==> config.mk <==
export PLATFORM = sky130hd
export DESIGN_NAME = button_digit_counter_fsm
export DESIGN_NICKNAME = d
export VERILOG_FILES = /design/src/rtl/bdc_pkg.sv /design/src/rtl/bdc_button.sv /design/src/rtl/bdc_mode_ctrl.sv /design/src/rtl/button_digit_counter_fsm.sv
export VERILOG_INCLUDE_DIRS = /design/src /design/src/rtl
export SDC_FILE = /design/constraint.sdc
export NUM_CORES = 1
export LEC_CHECK = 0
export ABC_CLOCK_PERIOD_IN_PS = 5000
export BUFFER_PORTS_ARGS = -buffer_cell sky130_fd_sc_hd__buf_2
export CORE_ASPECT_RATIO = 1.1
export CORE_MARGIN = 2
export CORE_UTILIZATION = 48
export DETAILED_ROUTE_END_ITERATION = 6
export PLACE_DENSITY = 0.65
export SLEW_MARGIN = 0
export SYNTH_ARGS = -nofsm -noshare
export SYNTH_HDL_FRONTEND = slang
export SYNTH_SLANG_ARGS = --single-unit
export TNS_END_PERCENT = 50
==> constraint.sdc <==
create_clock -name clk -period 5 [get_ports clk]
set_input_delay 0.75 -clock clk [delete_from_list [all_inputs] [get_ports clk]]
set_output_delay 0.75 -clock clk [all_outputs]
set_load 0.02 [all_outputs]
==> src/rtl/button_digit_counter_fsm_defines.svh <==
// Assertion macros shared by the counter RTL.
`ifndef BUTTON_DIGIT_COUNTER_FSM_DEFINES_SVH
`define BUTTON_DIGIT_COUNTER_FSM_DEFINES_SVH

// Same-cycle implication, disabled while reset is asserted.
`define BDC_ASSERT_NOW(lbl, clk_s, rstn_s, ante, cons) \
  lbl: assert property (@(posedge clk_s) disable iff (!rstn_s) (ante) |-> (cons)) \
    else $error("counter assertion failed");

// Next-cycle implication, disabled while reset is asserted.
`define BDC_ASSERT_NEXT(lbl, clk_s, rstn_s, ante, cons) \
  lbl: assert property (@(posedge clk_s) disable iff (!rstn_s) (ante) |=> (cons)) \
    else $error("counter assertion failed");

`endif

==> src/rtl/bdc_pkg.sv <==
// Shared types and constants of the button digit counter.
package bdc_pkg;

  localparam int DIGIT_W = 4;
  localparam int CFG_W   = 8;
  localparam int CFG_IDX_W = 2;

  localparam logic [CFG_IDX_W-1:0] CFG_LONG_PRESS = 2'd0;
  localparam logic [CFG_IDX_W-1:0] CFG_REPEAT     = 2'd1;
  localparam logic [CFG_IDX_W-1:0] CFG_IDLE       = 2'd2;

  localparam logic [CFG_W-1:0] LONG_PRESS_RST = 8'd3;
  localparam logic [CFG_W-1:0] REPEAT_RST     = 8'd1;
  localparam logic [CFG_W-1:0] IDLE_RST       = 8'd10;

  localparam logic [DIGIT_W-1:0] DIGIT_RST = 4'd1;

  typedef enum logic [1:0] {
    MODE_NORMAL    = 2'd0,
    MODE_AUTO_INC  = 2'd1,
    MODE_AUTO_DEC  = 2'd2,
    MODE_COUNTDOWN = 2'd3
  } mode_t;

  // Sticky per-button event flags; the same shape carries clear requests.
  typedef struct packed {
    logic pressed;
    logic released;
    logic long_press;
  } btn_flags_t;

endpackage

==> src/rtl/bdc_button.sv <==
// Per-button press / release / long-press tracker with its hold timer.
module bdc_button #(
  parameter int TIMER_WIDTH = 8
) (
  input  logic                   clk,
  input  logic                   rst_n,
  input  logic                   en,
  input  logic                   level,
  input  logic                   tick,
  input  logic [TIMER_WIDTH-1:0] load_val,
  input  bdc_pkg::btn_flags_t    clr,
  output bdc_pkg::btn_flags_t    flags
);

  logic                   held_r, held_nxt;
  bdc_pkg::btn_flags_t    flags_r, flags_nxt;
  logic [TIMER_WIDTH-1:0] timer_r, timer_nxt, timer_t;
  logic                   exp_r, exp_nxt, exp_t;

  // timer counts down first
  always_comb begin
    timer_t = timer_r;
    exp_t   = exp_r;
    if (tick && (timer_r != '0)) begin
      timer_t = timer_r - TIMER_WIDTH'(1);
      if (timer_r == TIMER_WIDTH'(1)) begin
        exp_t = 1'b1;
      end
    end
  end

  always_comb begin
    held_nxt  = held_r;
    flags     = flags_r;
    timer_nxt = timer_t;
    exp_nxt   = exp_t;
    if (!held_r) begin
      if (level) begin
        held_nxt      = 1'b1;
        flags.pressed = 1'b1;
        timer_nxt     = load_val;
        exp_nxt       = 1'b0;
      end
    end else if (!level) begin
      flags.released = 1'b1;
      held_nxt       = 1'b0;
    end else if (exp_t) begin
      flags.long_press = 1'b1;
      exp_nxt          = 1'b0;
    end
    flags_nxt.pressed    = flags.pressed & ~clr.pressed;
    flags_nxt.released   = flags.released & ~clr.released;
    flags_nxt.long_press = flags.long_press & ~clr.long_press;
  end

  always_ff @(posedge clk) begin
    if (!rst_n) begin
      held_r  <= 1'b0;
      flags_r <= '0;
      timer_r <= '0;
      exp_r   <= 1'b0;
    end else if (en) begin
      held_r  <= held_nxt;
      flags_r <= flags_nxt;
      timer_r <= timer_nxt;
      exp_r   <= exp_nxt;
    end
  end

endmodule

==> src/rtl/bdc_mode_ctrl.sv <==
// Mode state machine, digit register and mode timer.
module bdc_mode_ctrl #(
  parameter int TIMER_WIDTH = 8,
  parameter int DIGIT_MAX   = 9
) (
  input  logic                          clk,
  input  logic                          rst_n,
  input  logic                          en,
  input  logic                          tick,
  input  logic [TIMER_WIDTH-1:0]        repeat_val,
  input  logic [TIMER_WIDTH-1:0]        idle_val,
  input  bdc_pkg::btn_flags_t           rst_flags,
  input  bdc_pkg::btn_flags_t           inc_flags,
  input  bdc_pkg::btn_flags_t           dec_flags,
  output bdc_pkg::btn_flags_t           rst_clr,
  output bdc_pkg::btn_flags_t           inc_clr,
  output bdc_pkg::btn_flags_t           dec_clr,
  output logic [bdc_pkg::DIGIT_W-1:0]   digit_nxt,
  output bdc_pkg::mode_t                mode_nxt,
  output logic                          step
);

  localparam logic [bdc_pkg::DIGIT_W-1:0] DMAX = bdc_pkg::DIGIT_W'(DIGIT_MAX);

  bdc_pkg::mode_t                mode_r;
  logic [bdc_pkg::DIGIT_W-1:0]   digit_r, digit_up, digit_dn;
  logic [TIMER_WIDTH-1:0]        timer_r, timer_nxt, timer_t;
  logic                          exp_r, exp_nxt, exp_t;
  logic                          load_rep, load_idle;
  logic                          short_press;

  always_comb begin
    timer_t = timer_r;
    exp_t   = exp_r;
    if (tick && (timer_r != '0)) begin
      timer_t = timer_r - TIMER_WIDTH'(1);
      if (timer_r == TIMER_WIDTH'(1)) begin
        exp_t = 1'b1;
      end
    end
  end

  assign digit_up    = (digit_r >= DMAX) ? '0 : digit_r + bdc_pkg::DIGIT_W'(1);
  assign digit_dn    = (digit_r == '0) ? DMAX : digit_r - bdc_pkg::DIGIT_W'(1);
  assign short_press = rst_flags.pressed | inc_flags.pressed | dec_flags.pressed;

  // next state
  always_comb begin
    mode_nxt = mode_r;
    case (mode_r)
      bdc_pkg::MODE_NORMAL: begin
        if (inc_flags.long_press) begin
          mode_nxt = bdc_pkg::MODE_AUTO_INC;
        end else if (dec_flags.long_press) begin
          mode_nxt = bdc_pkg::MODE_AUTO_DEC;
        end else if (short_press) begin
          mode_nxt = bdc_pkg::MODE_NORMAL;
        end else if (exp_t) begin
          mode_nxt = bdc_pkg::MODE_COUNTDOWN;
        end
      end
      bdc_pkg::MODE_AUTO_INC: begin
        if (inc_flags.released) begin
          mode_nxt = bdc_pkg::MODE_NORMAL;
        end
      end
      bdc_pkg::MODE_AUTO_DEC: begin
        if (dec_flags.released) begin
          mode_nxt = bdc_pkg::MODE_NORMAL;
        end
      end
      default: begin
        if (short_press) begin
          mode_nxt = bdc_pkg::MODE_NORMAL;
        end
      end
    endcase
  end

  // outputs: digit, timer loads, flag clears, countdown step
  always_comb begin
    digit_nxt = digit_r;
    load_rep  = 1'b0;
    load_idle = 1'b0;
    rst_clr   = '0;
    inc_clr   = '0;
    dec_clr   = '0;
    step      = 1'b0;
    case (mode_r)
      bdc_pkg::MODE_NORMAL, bdc_pkg::MODE_COUNTDOWN: begin
        if ((mode_r == bdc_pkg::MODE_NORMAL) && inc_flags.long_press) begin
          inc_clr.long_press = 1'b1;
          digit_nxt          = digit_up;
          load_rep           = 1'b1;
        end else if ((mode_r == bdc_pkg::MODE_NORMAL) && dec_flags.long_press) begin
          dec_clr.long_press = 1'b1;
          digit_nxt          = digit_dn;
          load_rep           = 1'b1;
        end else if (rst_flags.pressed) begin
          rst_clr.pressed = 1'b1;
          digit_nxt       = '0;
          load_idle       = 1'b1;
        end else if (inc_flags.pressed) begin
          inc_clr.pressed = 1'b1;
          digit_nxt       = digit_up;
          load_idle       = 1'b1;
        end else if (dec_flags.pressed) begin
          dec_clr.pressed = 1'b1;
          digit_nxt       = digit_dn;
          load_idle       = 1'b1;
        end else if (exp_t) begin
          load_rep = 1'b1;
          if (mode_r == bdc_pkg::MODE_COUNTDOWN) begin
            step = 1'b1;
            if (digit_r != '0) begin
              digit_nxt = digit_r - bdc_pkg::DIGIT_W'(1);
            end
          end
        end
      end
      bdc_pkg::MODE_AUTO_INC: begin
        if (inc_flags.released) begin
          inc_clr.released = 1'b1;
          load_idle        = 1'b1;
        end else if (exp_t) begin
          load_rep  = 1'b1;
          digit_nxt = digit_up;
        end
      end
      default: begin
        if (dec_flags.released) begin
          dec_clr.released = 1'b1;
          load_idle        = 1'b1;
        end else if (exp_t) begin
          load_rep  = 1'b1;
          digit_nxt = digit_dn;
        end
      end
    endcase
  end

  always_comb begin
    timer_nxt = timer_t;
    exp_nxt   = exp_t;
    if (load_rep) begin
      timer_nxt = repeat_val;
      exp_nxt   = 1'b0;
    end else if (load_idle) begin
      timer_nxt = idle_val;
      exp_nxt   = 1'b0;
    end
  end

  always_ff @(posedge clk) begin
    if (!rst_n) begin
      mode_r  <= bdc_pkg::MODE_COUNTDOWN;
      digit_r <= bdc_pkg::DIGIT_RST;
      timer_r <= '0;
      exp_r   <= 1'b0;
    end else if (en) begin
      mode_r  <= mode_nxt;
      digit_r <= digit_nxt;
      timer_r <= timer_nxt;
      exp_r   <= exp_nxt;
    end
  end

endmodule

==> src/rtl/button_digit_counter_fsm.sv <==
// Top level of the up/down digit counter with long-press repeat and idle countdown.
//
// Usage:
//  - Input channel (in_valid/in_ready): one transaction per loop step, carrying the
//    debounced reset/inc/dec button levels and the one-second tick.
//  - Output channel (out_valid/out_ready): one transaction per input transaction,
//    with the digit, the mode and the countdown-step strobe after that step.
//  - Config port (cfg_we/cfg_index/cfg_data): index 0 long-press seconds, 1 repeat
//    seconds, 2 idle seconds; other indexes are ignored. Write only when idle.
//  - Path: the accepting edge loads the input register; the step then runs and loads
//    the result register once that register is free or being read out.
//  - Throughput: one transaction per cycle while out_ready is high; the per-step
//    logic between the two registers is a single pass of compares and counters.
//  - Stall: when out_ready is low the result holds, the input register holds its
//    transaction and in_ready drops once that register is full.
//  - Reset (rst_n low, synchronous): mode countdown, digit 1, all buttons released,
//    all flags and timers clear, config back to 3 / 1 / 10 seconds.
`include "button_digit_counter_fsm_defines.svh"

module button_digit_counter_fsm #(
  parameter int TIMER_WIDTH = 8,
  parameter int DIGIT_MAX   = 9
) (
  input  logic                            clk,
  input  logic                            rst_n,
  input  logic                            in_valid,
  output logic                            in_ready,
  input  logic                            in_reset_button,
  input  logic                            in_inc_button,
  input  logic                            in_dec_button,
  input  logic                            in_second_tick,
  output logic                            out_valid,
  input  logic                            out_ready,
  output logic [bdc_pkg::DIGIT_W-1:0]     out_digit,
  output logic [1:0]                      out_mode,
  output logic                            out_countdown_step,
  input  logic                            cfg_we,
  input  logic [bdc_pkg::CFG_IDX_W-1:0]   cfg_index,
  input  logic [bdc_pkg::CFG_W-1:0]       cfg_data
);

  // Wide enough to compare an 8-bit config value against the timer limit.
  localparam int LW = (TIMER_WIDTH > bdc_pkg::CFG_W) ? TIMER_WIDTH : bdc_pkg::CFG_W;
  localparam logic [LW-1:0] TMR_LIM = LW'({TIMER_WIDTH{1'b1}});

  // Saturating load: values beyond the timer range pin at all ones.
  function automatic logic [TIMER_WIDTH-1:0] clamp_load(input logic [bdc_pkg::CFG_W-1:0] v);
    logic [LW-1:0] ext;
    ext = LW'(v);
    clamp_load = (ext > TMR_LIM) ? TIMER_WIDTH'(TMR_LIM) : TIMER_WIDTH'(ext);
  endfunction

  // Config registers hold the already clamped load values.
  logic [TIMER_WIDTH-1:0] long_press_r, repeat_r, idle_r;

  always_ff @(posedge clk) begin
    if (!rst_n) begin
      long_press_r <= clamp_load(bdc_pkg::LONG_PRESS_RST);
      repeat_r     <= clamp_load(bdc_pkg::REPEAT_RST);
      idle_r       <= clamp_load(bdc_pkg::IDLE_RST);
    end else if (cfg_we) begin
      case (cfg_index)
        bdc_pkg::CFG_LONG_PRESS: long_press_r <= clamp_load(cfg_data);
        bdc_pkg::CFG_REPEAT:     repeat_r     <= clamp_load(cfg_data);
        bdc_pkg::CFG_IDLE:       idle_r       <= clamp_load(cfg_data);
        default: ;
      endcase
    end
  end

  // Input register stage.
  logic       s1_valid_r;
  logic [2:0] s1_level_r;
  logic       s1_tick_r;
  logic       s1_fire;

  // The step runs when stage 1 holds a transaction and the result register frees.
  assign s1_fire  = s1_valid_r && (!out_valid || out_ready);
  assign in_ready = !s1_valid_r || s1_fire;

  always_ff @(posedge clk) begin
    if (!rst_n) begin
      s1_valid_r <= 1'b0;
    end else if (in_ready) begin
      s1_valid_r <= in_valid;
    end
  end

  always_ff @(posedge clk) begin
    if (in_valid && in_ready) begin
      s1_level_r <= {in_dec_button, in_inc_button, in_reset_button};
      s1_tick_r  <= in_second_tick;
    end
  end

  // Step logic: button trackers feed the mode machine, which clears consumed flags.
  bdc_pkg::btn_flags_t rst_flags, inc_flags, dec_flags;
  bdc_pkg::btn_flags_t rst_clr, inc_clr, dec_clr;
  logic [bdc_pkg::DIGIT_W-1:0] digit_nxt;
  bdc_pkg::mode_t              mode_nxt;
  logic                        step;

  bdc_button #(.TIMER_WIDTH(TIMER_WIDTH)) u_btn_rst (
    .clk(clk), .rst_n(rst_n), .en(s1_fire), .level(s1_level_r[0]), .tick(s1_tick_r),
    .load_val(long_press_r), .clr(rst_clr), .flags(rst_flags)
  );

  bdc_button #(.TIMER_WIDTH(TIMER_WIDTH)) u_btn_inc (
    .clk(clk), .rst_n(rst_n), .en(s1_fire), .level(s1_level_r[1]), .tick(s1_tick_r),
    .load_val(long_press_r), .clr(inc_clr), .flags(inc_flags)
  );

  bdc_button #(.TIMER_WIDTH(TIMER_WIDTH)) u_btn_dec (
    .clk(clk), .rst_n(rst_n), .en(s1_fire), .level(s1_level_r[2]), .tick(s1_tick_r),
    .load_val(long_press_r), .clr(dec_clr), .flags(dec_flags)
  );

  bdc_mode_ctrl #(.TIMER_WIDTH(TIMER_WIDTH), .DIGIT_MAX(DIGIT_MAX)) u_mode (
    .clk(clk), .rst_n(rst_n), .en(s1_fire), .tick(s1_tick_r),
    .repeat_val(repeat_r), .idle_val(idle_r),
    .rst_flags(rst_flags), .inc_flags(inc_flags), .dec_flags(dec_flags),
    .rst_clr(rst_clr), .inc_clr(inc_clr), .dec_clr(dec_clr),
    .digit_nxt(digit_nxt), .mode_nxt(mode_nxt), .step(step)
  );

  // Result register.
  logic                        out_valid_r;
  logic [bdc_pkg::DIGIT_W-1:0] out_digit_r;
  bdc_pkg::mode_t              out_mode_r;
  logic                        out_step_r;

  always_ff @(posedge clk) begin
    if (!rst_n) begin
      out_valid_r <= 1'b0;
    end else if (s1_fire) begin
      out_valid_r <= 1'b1;
    end else if (out_ready) begin
      out_valid_r <= 1'b0;
    end
  end

  always_ff @(posedge clk) begin
    if (s1_fire) begin
      out_digit_r <= digit_nxt;
      out_mode_r  <= mode_nxt;
      out_step_r  <= step;
    end
  end

  assign out_valid          = out_valid_r;
  assign out_digit          = out_digit_r;
  assign out_mode           = out_mode_r;
  assign out_countdown_step = out_step_r;

  // A step always lands in the result register.
  `BDC_ASSERT_NEXT(a_fire_loads_out, clk, rst_n, s1_fire, out_valid_r)
  // The digit never leaves its range.
  `BDC_ASSERT_NOW(a_digit_range, clk, rst_n, out_valid_r,
                  out_digit_r <= bdc_pkg::DIGIT_W'(DIGIT_MAX))
  // Countdown strobe only comes with the countdown mode.
  `BDC_ASSERT_NOW(a_step_mode, clk, rst_n, out_valid_r && out_step_r,
                  out_mode_r == bdc_pkg::MODE_COUNTDOWN)
  // An empty input register always takes a transaction.
  `BDC_ASSERT_NOW(a_empty_ready, clk, rst_n, !s1_valid_r, in_ready)

endmodule
==> results of run 1 <==
[worst max-delay path: stages (launching register included)]
cell      delay, ps
edfxtp_1        480
nor2b_1         330
nor4_1          530
nand2_1         290
a211oi_4        670
o311ai_4        290
and2_1          330
a311oi_1        270
[metrics by stage]
stage | instances | utilization | worst slack, ps | hold WS [ps]
after floorplan | 563 | - | 2350 | 437
after global placement | 679 | 0.516 | 1930 | 442
after detailed placement | 679 | 0.516 | 1800 | 450
after CTS | 695 | 0.537 | 1760 | 462
after global routing | 695 | 0.537 | 1380 | 511
final | 695 | 0.537 | 1710 | 462
[power groups by stage]
| stage | Sequential (µW) | Combinational, µW | Clock [µW] |
|---|---|---|---|
| after floorplan | 728 | 260 | 0 |
| after global placement | 733 | 330 | 0 |
| after detailed placement | 734 | 334 | 0 |
| after CTS | 719 | 335 | 472 |
| after global routing | 724 | 378 | 498 |
| final | 720 | 338 | 460 |
[layout make-up]
| cell class | count | share of cell area |
|---|---|---|
| Clock inverter | 5 | 0.00741 |
| Clock buffer | 11 | 0.0301 |
| Multi-Input combinational cell | 430 | 0.547 |
| Inverter | 20 | 0.0148 |
| Timing Repair Buffer | 32 | 0.0341 |
| Sequential cell | 80 | 0.338 |
| Tap cell | 117 | 0.0289 |
[flip-flops by register name, summed over array words and instances, names as in the netlist, 3 cells and up]
| signal | count |
|---|---|
| u_btn_dec.flags_r | 3 |
| u_btn_inc.flags_r | 3 |
| out_digit | 4 |
| u_mode.digit_r | 4 |
| u_mode.timer_r | 8 |
| s1_level_r | 3 |
| long_press_r | 8 |
| u_btn_inc.timer_r | 8 |
| repeat_r | 8 |
| idle_r | 8 |
| u_btn_dec.timer_r | 8 |
[cell families (layout without fill, tap and decap cells)]
logic type / after synthesis / after routing
AOI/OAI and AO/OA: 169 / 169
xor gates and xnor gates: 6 / 6
muxes: 36 / 36
and+or+nand+nor: 201 / 201
adders and majority gates: 18 / 18
buffers and inverters: 53 / 68
DFF: 80 / 80
[layout by cell type (no fill, tap or decap), types with 9 or more instances in the layout]
cell and count:
ha_1 18, dfxtp_1 69, o21ai_0 25, o211ai_1 9
nor2_1 52, nand2_1 67, edfxtp_1 11, mux2i_1 28
clkbuf_8 9, inv_1 19, nand3_1 12, a21oi_1 61
nor3_1 17, buf_2 27
[how the worst max path moves through the flow]
stage	start	to	slack [ps]	cells after the start
floorplan	u_btn_dec.timer_r[1]	u_mode.timer_r[6]	2350	10
global placement	s1_level_r[1]	u_mode.timer_r[6]	1930	7
detailed placement	s1_level_r[1]	u_mode.timer_r[6]	1800	7
CTS	s1_level_r[1]	u_mode.timer_r[6]	1760	7
global route	s1_level_r[1]	u_mode.timer_r[4]	1380	7
finish	s1_level_r[1]	u_mode.timer_r[4]	1710	7
[routing by layer]
layer,GRT usage,wire length [µm],vias to the layer above
li1,-,-,2078
met1,0.300,5400,2035
met5,0,0,-
met3,0.0325,562,16
met2,0.364,5450,126
met4,0.0675,167,0
==> metrics, run 1 <==
xor/xnor share of the synthesized area=0.0112; clock skew=~13 ps; total power=around 1500 µW; Post-Route WL=between 10000 and 15000 µm; Buffers on Ports=27; chip height=about 110 µm; Fillers=920; reg2reg start=s1_level_r[1]; CTS buffer count=9; arrival time worst endpoint=3550 ps; Async SR Flop Fraction=0; Pint=1030 µW; Synth top area share=0.294; CP Max Fanout=17; Tmin final=approximately 3300 ps; # clock sinks=80; Setup CP Type=reg2reg; CTS tree=built; Post-synth top cells=69 x dfxtp_1, 67 x nand2_1, 61 x a21oi_1; largest area contributor in the netlist=dfxtp_1; syn_area_per_cell=between 8 and 9 µm²; RR Endpoint=u_mode.timer_r[4]; synthesis-to-layout area growth=7.97%; Syn. warnings=0; layout cell share with drive strength beyond 1=0.128; Clock Path Buffers=2; status=complete, no violations; Post-Synth Simple-Gate Area=0.208; number of synthesized flops with an enable pin=11; Initial Utilization=0.497; Nets=610; global route overflow=0; Hold Path Stages=2; RSZ-0062 raised after global routing=no; Tot GR Track Use=0.221; I/O Pins=28; DP Area=between 0.004 and 0.005 mm²; Slew headroom=0.374; register area share after synthesis=0.365; R2R Setup Slk=1710 ps; Synth Net Count=600; standard-cell row count=37; Die ar.=~0.011 mm²; Gate power share=0.223; Wirelength per Cell=~17 µm; #FFs+latches synth=80; switching portion of total power=0.322; power density cells=approximately 300 mW/mm²; Synth Area in Compound Gates=0.245; via count=about 4300; FF/Latch Area=roughly 0.0017 mm²; HP Start=u_btn_rst.held_r; Synth cell types=66; fin crit share=0.658; vias in the first global route=3916; largest net degree at the start of global routing=47; Clock power frac=0.303; root buf cell=clkbuf_8; Post-DP HPWL=8220 µm; CP startpoint kind=flip-flop; synth top area cells=dfxtp_1 29%, edfxtp_1 7.0%, a21oi_1 6.5%, mux2i_1 6.0%, nand2_1 5.4%; dominant synthesized flop cell=dfxtp_1; first-pass GRT wire length=between 15000 and 20000 µm; Cell Area, Synth=around 0.0047 mm²; multi-input logic area=between 0.002 and 0.003 mm²; # Post-CTS Setup Buffers=0; DRT iter0 DRCs=between 200 and 300; Worst Hold End=u_btn_rst.held_r; H-tree depth=3; Detailed Routing Iterations Pass 1=5; worst skew pair latency=between 300 and 400 ps; most common cell in the netlist=dfxtp_1; worst path required time=between 5000 and 6000 ps; fmax=a little over 300 MHz; core area=between 0.009 and 0.01 mm²; initial antenna violation count=0; Cells after Synth=approximately 560; # setup viols final=0; Die Wd=just under 100 µm; mux cell area share after synthesis=0.0789; Psw=a little under 500 µW; max cap viols=0; antenna diode count=0; post-route ant nets=0; Fin. Hold Viols=0; post-route cell area=around 0.0051 mm²; Post-Synth Adder-Cell Area=0.0480; Final Wtd Congestion=between 0.9 and 1; leakage=0.00197 µW; Flop pwr share=0.474; setup TNS=0 ps; Reg clk slew, reported paths=approximately 90 ps; Tightest Pin Transition=936 ps; vias per cell=slightly above 6; largest family of logic cells by synthesized area=compound AO/OA/AOI/OAI gates; VDD IR max=between 100 and 150 µV; CTS Hold Bufs=0; post-cts sizing count=0; DRC=0; R2R cell count=7; fin. max-slew vios=0; worst min path class=reg2reg; crit end category=flip-flop
(Power assumes the default switching activity.)
==> inputs of run 2 (changes only) <==
--- a/config.mk
+++ b/config.mk
@@ -6,13 +6,13 @@
 export SDC_FILE = /design/constraint.sdc
 export NUM_CORES = 1
 export LEC_CHECK = 0
-export ABC_CLOCK_PERIOD_IN_PS = 5000
+export ABC_CLOCK_PERIOD_IN_PS = 2800
 export BUFFER_PORTS_ARGS = -buffer_cell sky130_fd_sc_hd__buf_2
 export CORE_ASPECT_RATIO = 1.1
 export CORE_MARGIN = 2
 export CORE_UTILIZATION = 48
 export DETAILED_ROUTE_END_ITERATION = 6
-export PLACE_DENSITY = 0.65
+export PLACE_DENSITY = 0.68
 export SLEW_MARGIN = 0
 export SYNTH_ARGS = -nofsm -noshare
 export SYNTH_HDL_FRONTEND = slang
==> constraint.sdc (replaced) <==
create_clock -name clk -period 2.8 [get_ports clk]
set_input_delay 0.42 -clock clk [delete_from_list [all_inputs] [get_ports clk]]
set_output_delay 0.42 -clock clk [all_outputs]
set_load 0.02 [all_outputs]
==> run 2 against run 1 <==
Flip-flop and latch count unchanged. First-iteration DRC count decreased by 9.9%. Sequential share of layout area decreased by 1.5 points. Sequential power increased by 78%. Via count increased by 1.6%. Critical endpoint is now out_digit[1]. Largest power group unchanged.
==> metrics, run 2 (synthesis results as in run 1) <==
fmax=~370 MHz; Wirelength per Cell=about 17 µm; post-route ant nets=0; # Post-CTS Setup Buffers=0; # setup viols final=0; Tmin final=between 2000 and 3000 ps; Slew headroom=0.411; Post-DP HPWL=8640 µm; arrival time worst endpoint=around 2800 ps; fin util=0.561; # clock sinks=80; crit end category=flip-flop; max cap viols=0; Post-Route WL=roughly 12000 µm; CTS Hold Bufs=0; root buf cell=clkbuf_8; H-tree depth=3; chip height=between 100 and 150 µm; synthesis-to-layout area growth=12.9%; leakage=0.00211 µW; initial antenna violation count=0; I/O Pins=28; DP Cell Count=slightly above 700; fin crit share=0.956; Fin. Hold Viols=0; CTS tree=built; status=complete, no violations; fin cells=720; worst skew pair latency=roughly 370 ps; total power=2770 µW; CTS buffer count=9; clock skew=roughly 10 ps; vias per cell=approximately 6; Final Wtd Congestion=0.905; DRT iter0 DRCs=263; Clock Path Buffers=2; Reg clk slew, reported paths=80 ps; standard-cell row count=37; leading cell type in the layout, fill and taps excluded=dfxtp_1; first-pass GRT wire length=between 15000 and 20000 µm; crit-path cells=inv_1, ha_1, or3b_2, o31ai_4, nand2_2, mux2_2, nor3_1, a2111oi_1, buf_4, nor2_1; Initial Utilization=0.497; VDD IR max=about 270 µV; via count=approximately 4300; fin. max-slew vios=0; global route overflow=0; worst min path class=in2reg; DRC=0; Detailed Routing Iterations Pass 1=5; Setup CP Type=reg2reg; commonest cells after routing, fill and taps aside=69 x dfxtp_1, 66 x nand2_1, 61 x a21oi_1, 52 x nor2_1, 29 x buf_4; Tot GR Track Use=0.230; Die ar.=0.0106 mm²; vias in the first global route=approximately 4100; Crit-path slowest cell=or3b_2; crit-path max cell delay=approximately 490 ps; final hold slack=between 200 and 250 ps; DP Area=between 0.005 and 0.006 mm²; layout cell share with drive strength beyond 1=0.171; Die Wd=between 90 and 100 µm; Nets=between 600 and 700; CP startpoint kind=flip-flop; Buffers on Ports=27; power density cells=approximately 520 mW/mm²; worst path required time=2920 ps; antenna diode count=0; Tightest Pin Transition=approximately 870 ps; CP Max Fanout=7; largest net degree at the start of global routing=37; post-route cell area=approximately 0.0053 mm²; core area=roughly 0.0094 mm²
run 2: changes by cell type in the layout (fill, tap and decap cells not counted), moves of 2 or more:
cell	change
o31ai_2	-2
a2111oi_0	-2
o31ai_4	+2
buf_4	+24
run 2: cell type report:
type | count | area [µm²]
fill | 862 | 4140
multi-input combinational | 430 | 2820
sequential | 80 | 1710
timing repair buffer | 57 | 364
clock buffer | 12 | 156
tap | 117 | 146
inverter | 20 | 75.1
clock inverter | 4 | 25.0
run 2: per-layer routing:
metal / track usage / part of all wire
met1: 0.301 / 0.46
met2: 0.383 / 0.47
met3: 0.0357 / 0.048
met4: 0.0900 / 0.017
met5: 0 / 0
run 2: through the flow:
step                setup TNS [ps]  worst slack, ps
floorplan                        0              154
global placement                 0             57.8
detailed placement               0             16.9
CTS                              0             8.41
global route                -0.322           -0.322
finish                           0              123
run 2: timing repair:
item / in CTS / in global routing
resized for setup: 0 / 14
setup endpoints to repair: 0 / 13
endpoints found under the hold margin: 0 / 0
run 2: path summary, 6_finish.rpt:
check | end | depth (start not counted) | from | slack, ps
worst min register to register | u_btn_rst.held_r | 2 | u_btn_rst.held_r | 460
worst max-delay path | out_digit[1] | 10 | u_btn_inc.timer_r[1] | 120
worst min-delay path | s1_level_r[1] | 1 | in_inc_button | 230
worst max register to register | out_digit[1] | 10 | u_btn_inc.timer_r[1] | 120
run 2: power breakdown:
group / leakage, µW / internal (µW) / total (µW) / switching, µW
Combinational: 0.00135 / 279 / 673 / 394
Sequential: 0.000669 / 1220 / 1280 / 55.9
Clock: 0.0000895 / 376 / 815 / 439
Total: 0.00211 / 1880 / 2770 / 889
run 2: critical path: cells and delay by family (launching register included):
kind	cells	cell delay, ps
AO/OA/AOI/OAI	2	680
adder cells (fa/ha/maj)	1	140
buffers and inverters	2	280
flip-flops	1	330
multiplexers	1	270
AND/OR/NAND/NOR	4	740
==> inputs of run 3 (changes only) <==
--- a/config.mk
+++ b/config.mk
@@ -7,7 +7,7 @@
 export NUM_CORES = 1
 export LEC_CHECK = 0
 export ABC_CLOCK_PERIOD_IN_PS = 2800
-export BUFFER_PORTS_ARGS = -buffer_cell sky130_fd_sc_hd__buf_2
+export BUFFER_PORTS_ARGS = -buffer_cell sky130_fd_sc_hd__buf_4
 export CORE_ASPECT_RATIO = 1.1
 export CORE_MARGIN = 2
 export CORE_UTILIZATION = 48
==> run 3 against run 2 <==
Maximum frequency grew 0.79%. Final area grew 1.6%. Via count shrank 0.46%. Setup slack gained 21 ps. Critical endpoint is now u_mode.timer_r[1]. Largest power group unchanged.
==> metrics, run 3 (synthesis results as in run 1) <==
status=complete, no violations; Slew headroom=0.461; post-route cell area=approximately 0.0054 mm²; final worst setup slack=around 140 ps; antenna diode count=0; fin crit share=0.948; Tightest Pin Transition=797 ps; synthesis-to-layout area growth=14.7%; fmax=about 380 MHz; # clock sinks=80; HP Start=in_reset_button; layout cell share with drive strength beyond 1=0.175; CTS Hold Bufs=0; DRT iter0 DRCs=219; worst skew pair latency=360 ps; core area=about 0.0094 mm²; Setup CP Type=reg2reg; chip height=about 110 µm; Post-DP HPWL=between 8000 and 9000 µm; post-route ant nets=0; Clock Path Buffers=2; first-pass GRT wire length=~20000 µm; fin cells=slightly above 700; initial antenna violation count=0; Crit-path slowest cell=dfxtp_1; vias per cell=roughly 6.0; dpl ws=-80.9 ps; Psw=roughly 870 µW; DP Area=between 0.005 and 0.006 mm²; Buffers on Ports=27; Clock power frac=0.296; fin. max-slew vios=0; Initial Utilization=0.497; Wirelength per Cell=between 15 and 20 µm; vias in the first global route=4057; H-tree depth=3; Tmin final=2660 ps; leakage=about 0.0022 µW; CP startpoint kind=flip-flop; arrival time worst endpoint=a little under 3000 ps; DRC=0; Die ar.=approximately 0.011 mm²; crit end category=flip-flop; clock skew=between 10 and 15 ps; Reg clk slew, reported paths=80 ps; Final Wtd Congestion=between 0.9 and 1; power density cells=518 mW/mm²; I/O Pins=28; root buf cell=clkbuf_8; worst min path class=in2reg; largest net degree at the start of global routing=33; leading cell type in the layout, fill and taps excluded=dfxtp_1; Flop pwr share=0.458; CP Max Fanout=11; DP Cell Count=just over 700; Pint=~1900 µW; switching portion of total power=0.313; Fin. Hold Viols=0; Tot GR Track Use=0.231; global route overflow=0; crit-path cells=inv_1, ha_1, and3b_1, a31o_2, nand3_1, and3_1, o311ai_4, buf_6, a21oi_1, a311oi_1; VDD IR max=307 µV; fin util=0.570; Gate power share=0.245; CTS tree=built; CTS buffer count=9; RSZ-0062 raised after global routing=yes; via count=between 4000 and 5000; worst path required time=slightly above 3000 ps; Detailed Routing Iterations Pass 1=5; Nets=~640; Crit. Startpoint=u_mode.timer_r[0]; crit-path max cell delay=between 400 and 500 ps; max cap viols=0; reg2reg start=u_mode.timer_r[0]; Post-Route WL=12000 µm; standard-cell row count=37; setup TNS=0 ps; commonest cells after routing, fill and taps aside=69 x dfxtp_1, 66 x nand2_1, 61 x a21oi_1, 59 x buf_4, 52 x nor2_1; Die Wd=98.3 µm; # setup viols final=0
[run 3: cell type report]
| class | instances | area, µm² |
|---|---|---|
| fill | 880 | 4060 |
| multi-input combinational | 430 | 2810 |
| inverter | 20 | 75.1 |
| clock inverter | 4 | 23.8 |
| clock buffer | 12 | 166 |
| tap | 117 | 146 |
| sequential | 80 | 1710 |
| timing repair buffer | 60 | 454 |
[run 3: layer usage]
metal,global-route usage,up-vias,share of wire
met5,0,-,0
met4,0.0998,0,0.026
met3,0.0338,23,0.043
met2,0.367,114,0.47
met1,0.313,2030,0.46
li1,-,2135,-
[run 3: power by group through the flow]
stage / sequential (µW) / combinational (µW) / clock (µW)
final: 1280 / 685 / 826
after global routing: 1290 / 759 / 885
after CTS: 1280 / 668 / 848
after detailed placement: 1310 / 660 / 0
after global placement: 1300 / 648 / 0
after floorplan: 1300 / 463 / 0
[run 3: final timing paths]
| check | endpoint | slack, ps | depth (start not counted) |
|---|---|---|---|
| hold reg to reg | u_btn_rst.held_r | 460 | 2 |
| setup / recovery | u_mode.timer_r[1] | 140 | 10 |
| hold / removal | s1_level_r[0] | 240 | 1 |
| setup reg to reg | u_mode.timer_r[1] | 140 | 10 |
[run 3: timing repair]
action,in CTS,in global routing
resized for setup,4,7
setup endpoints to repair,4,12
hold endpoints to repair,0,0
pin swaps,0,4
gates cloned,0,0
buffers inserted,0,1
[run 3: worst max-delay path, delay by kind of cell (launching register included)]
kind	cells	cell delay [ps]
DFF	1	450
buffers and inverters	2	290
adders and majority gates	1	220
and+or+nand+nor	3	630
AOI/OAI and AO/OA	4	970
[run 3: through the flow]
step           hold WS [ps]  total power [µW]
2_1_floorplan           437              1760
3_3_place_gp            443              1950
3_5_place_dp            454              1970
4_1_cts                 227              2790
5_1_grt                 227              2930
6_report                244              2790
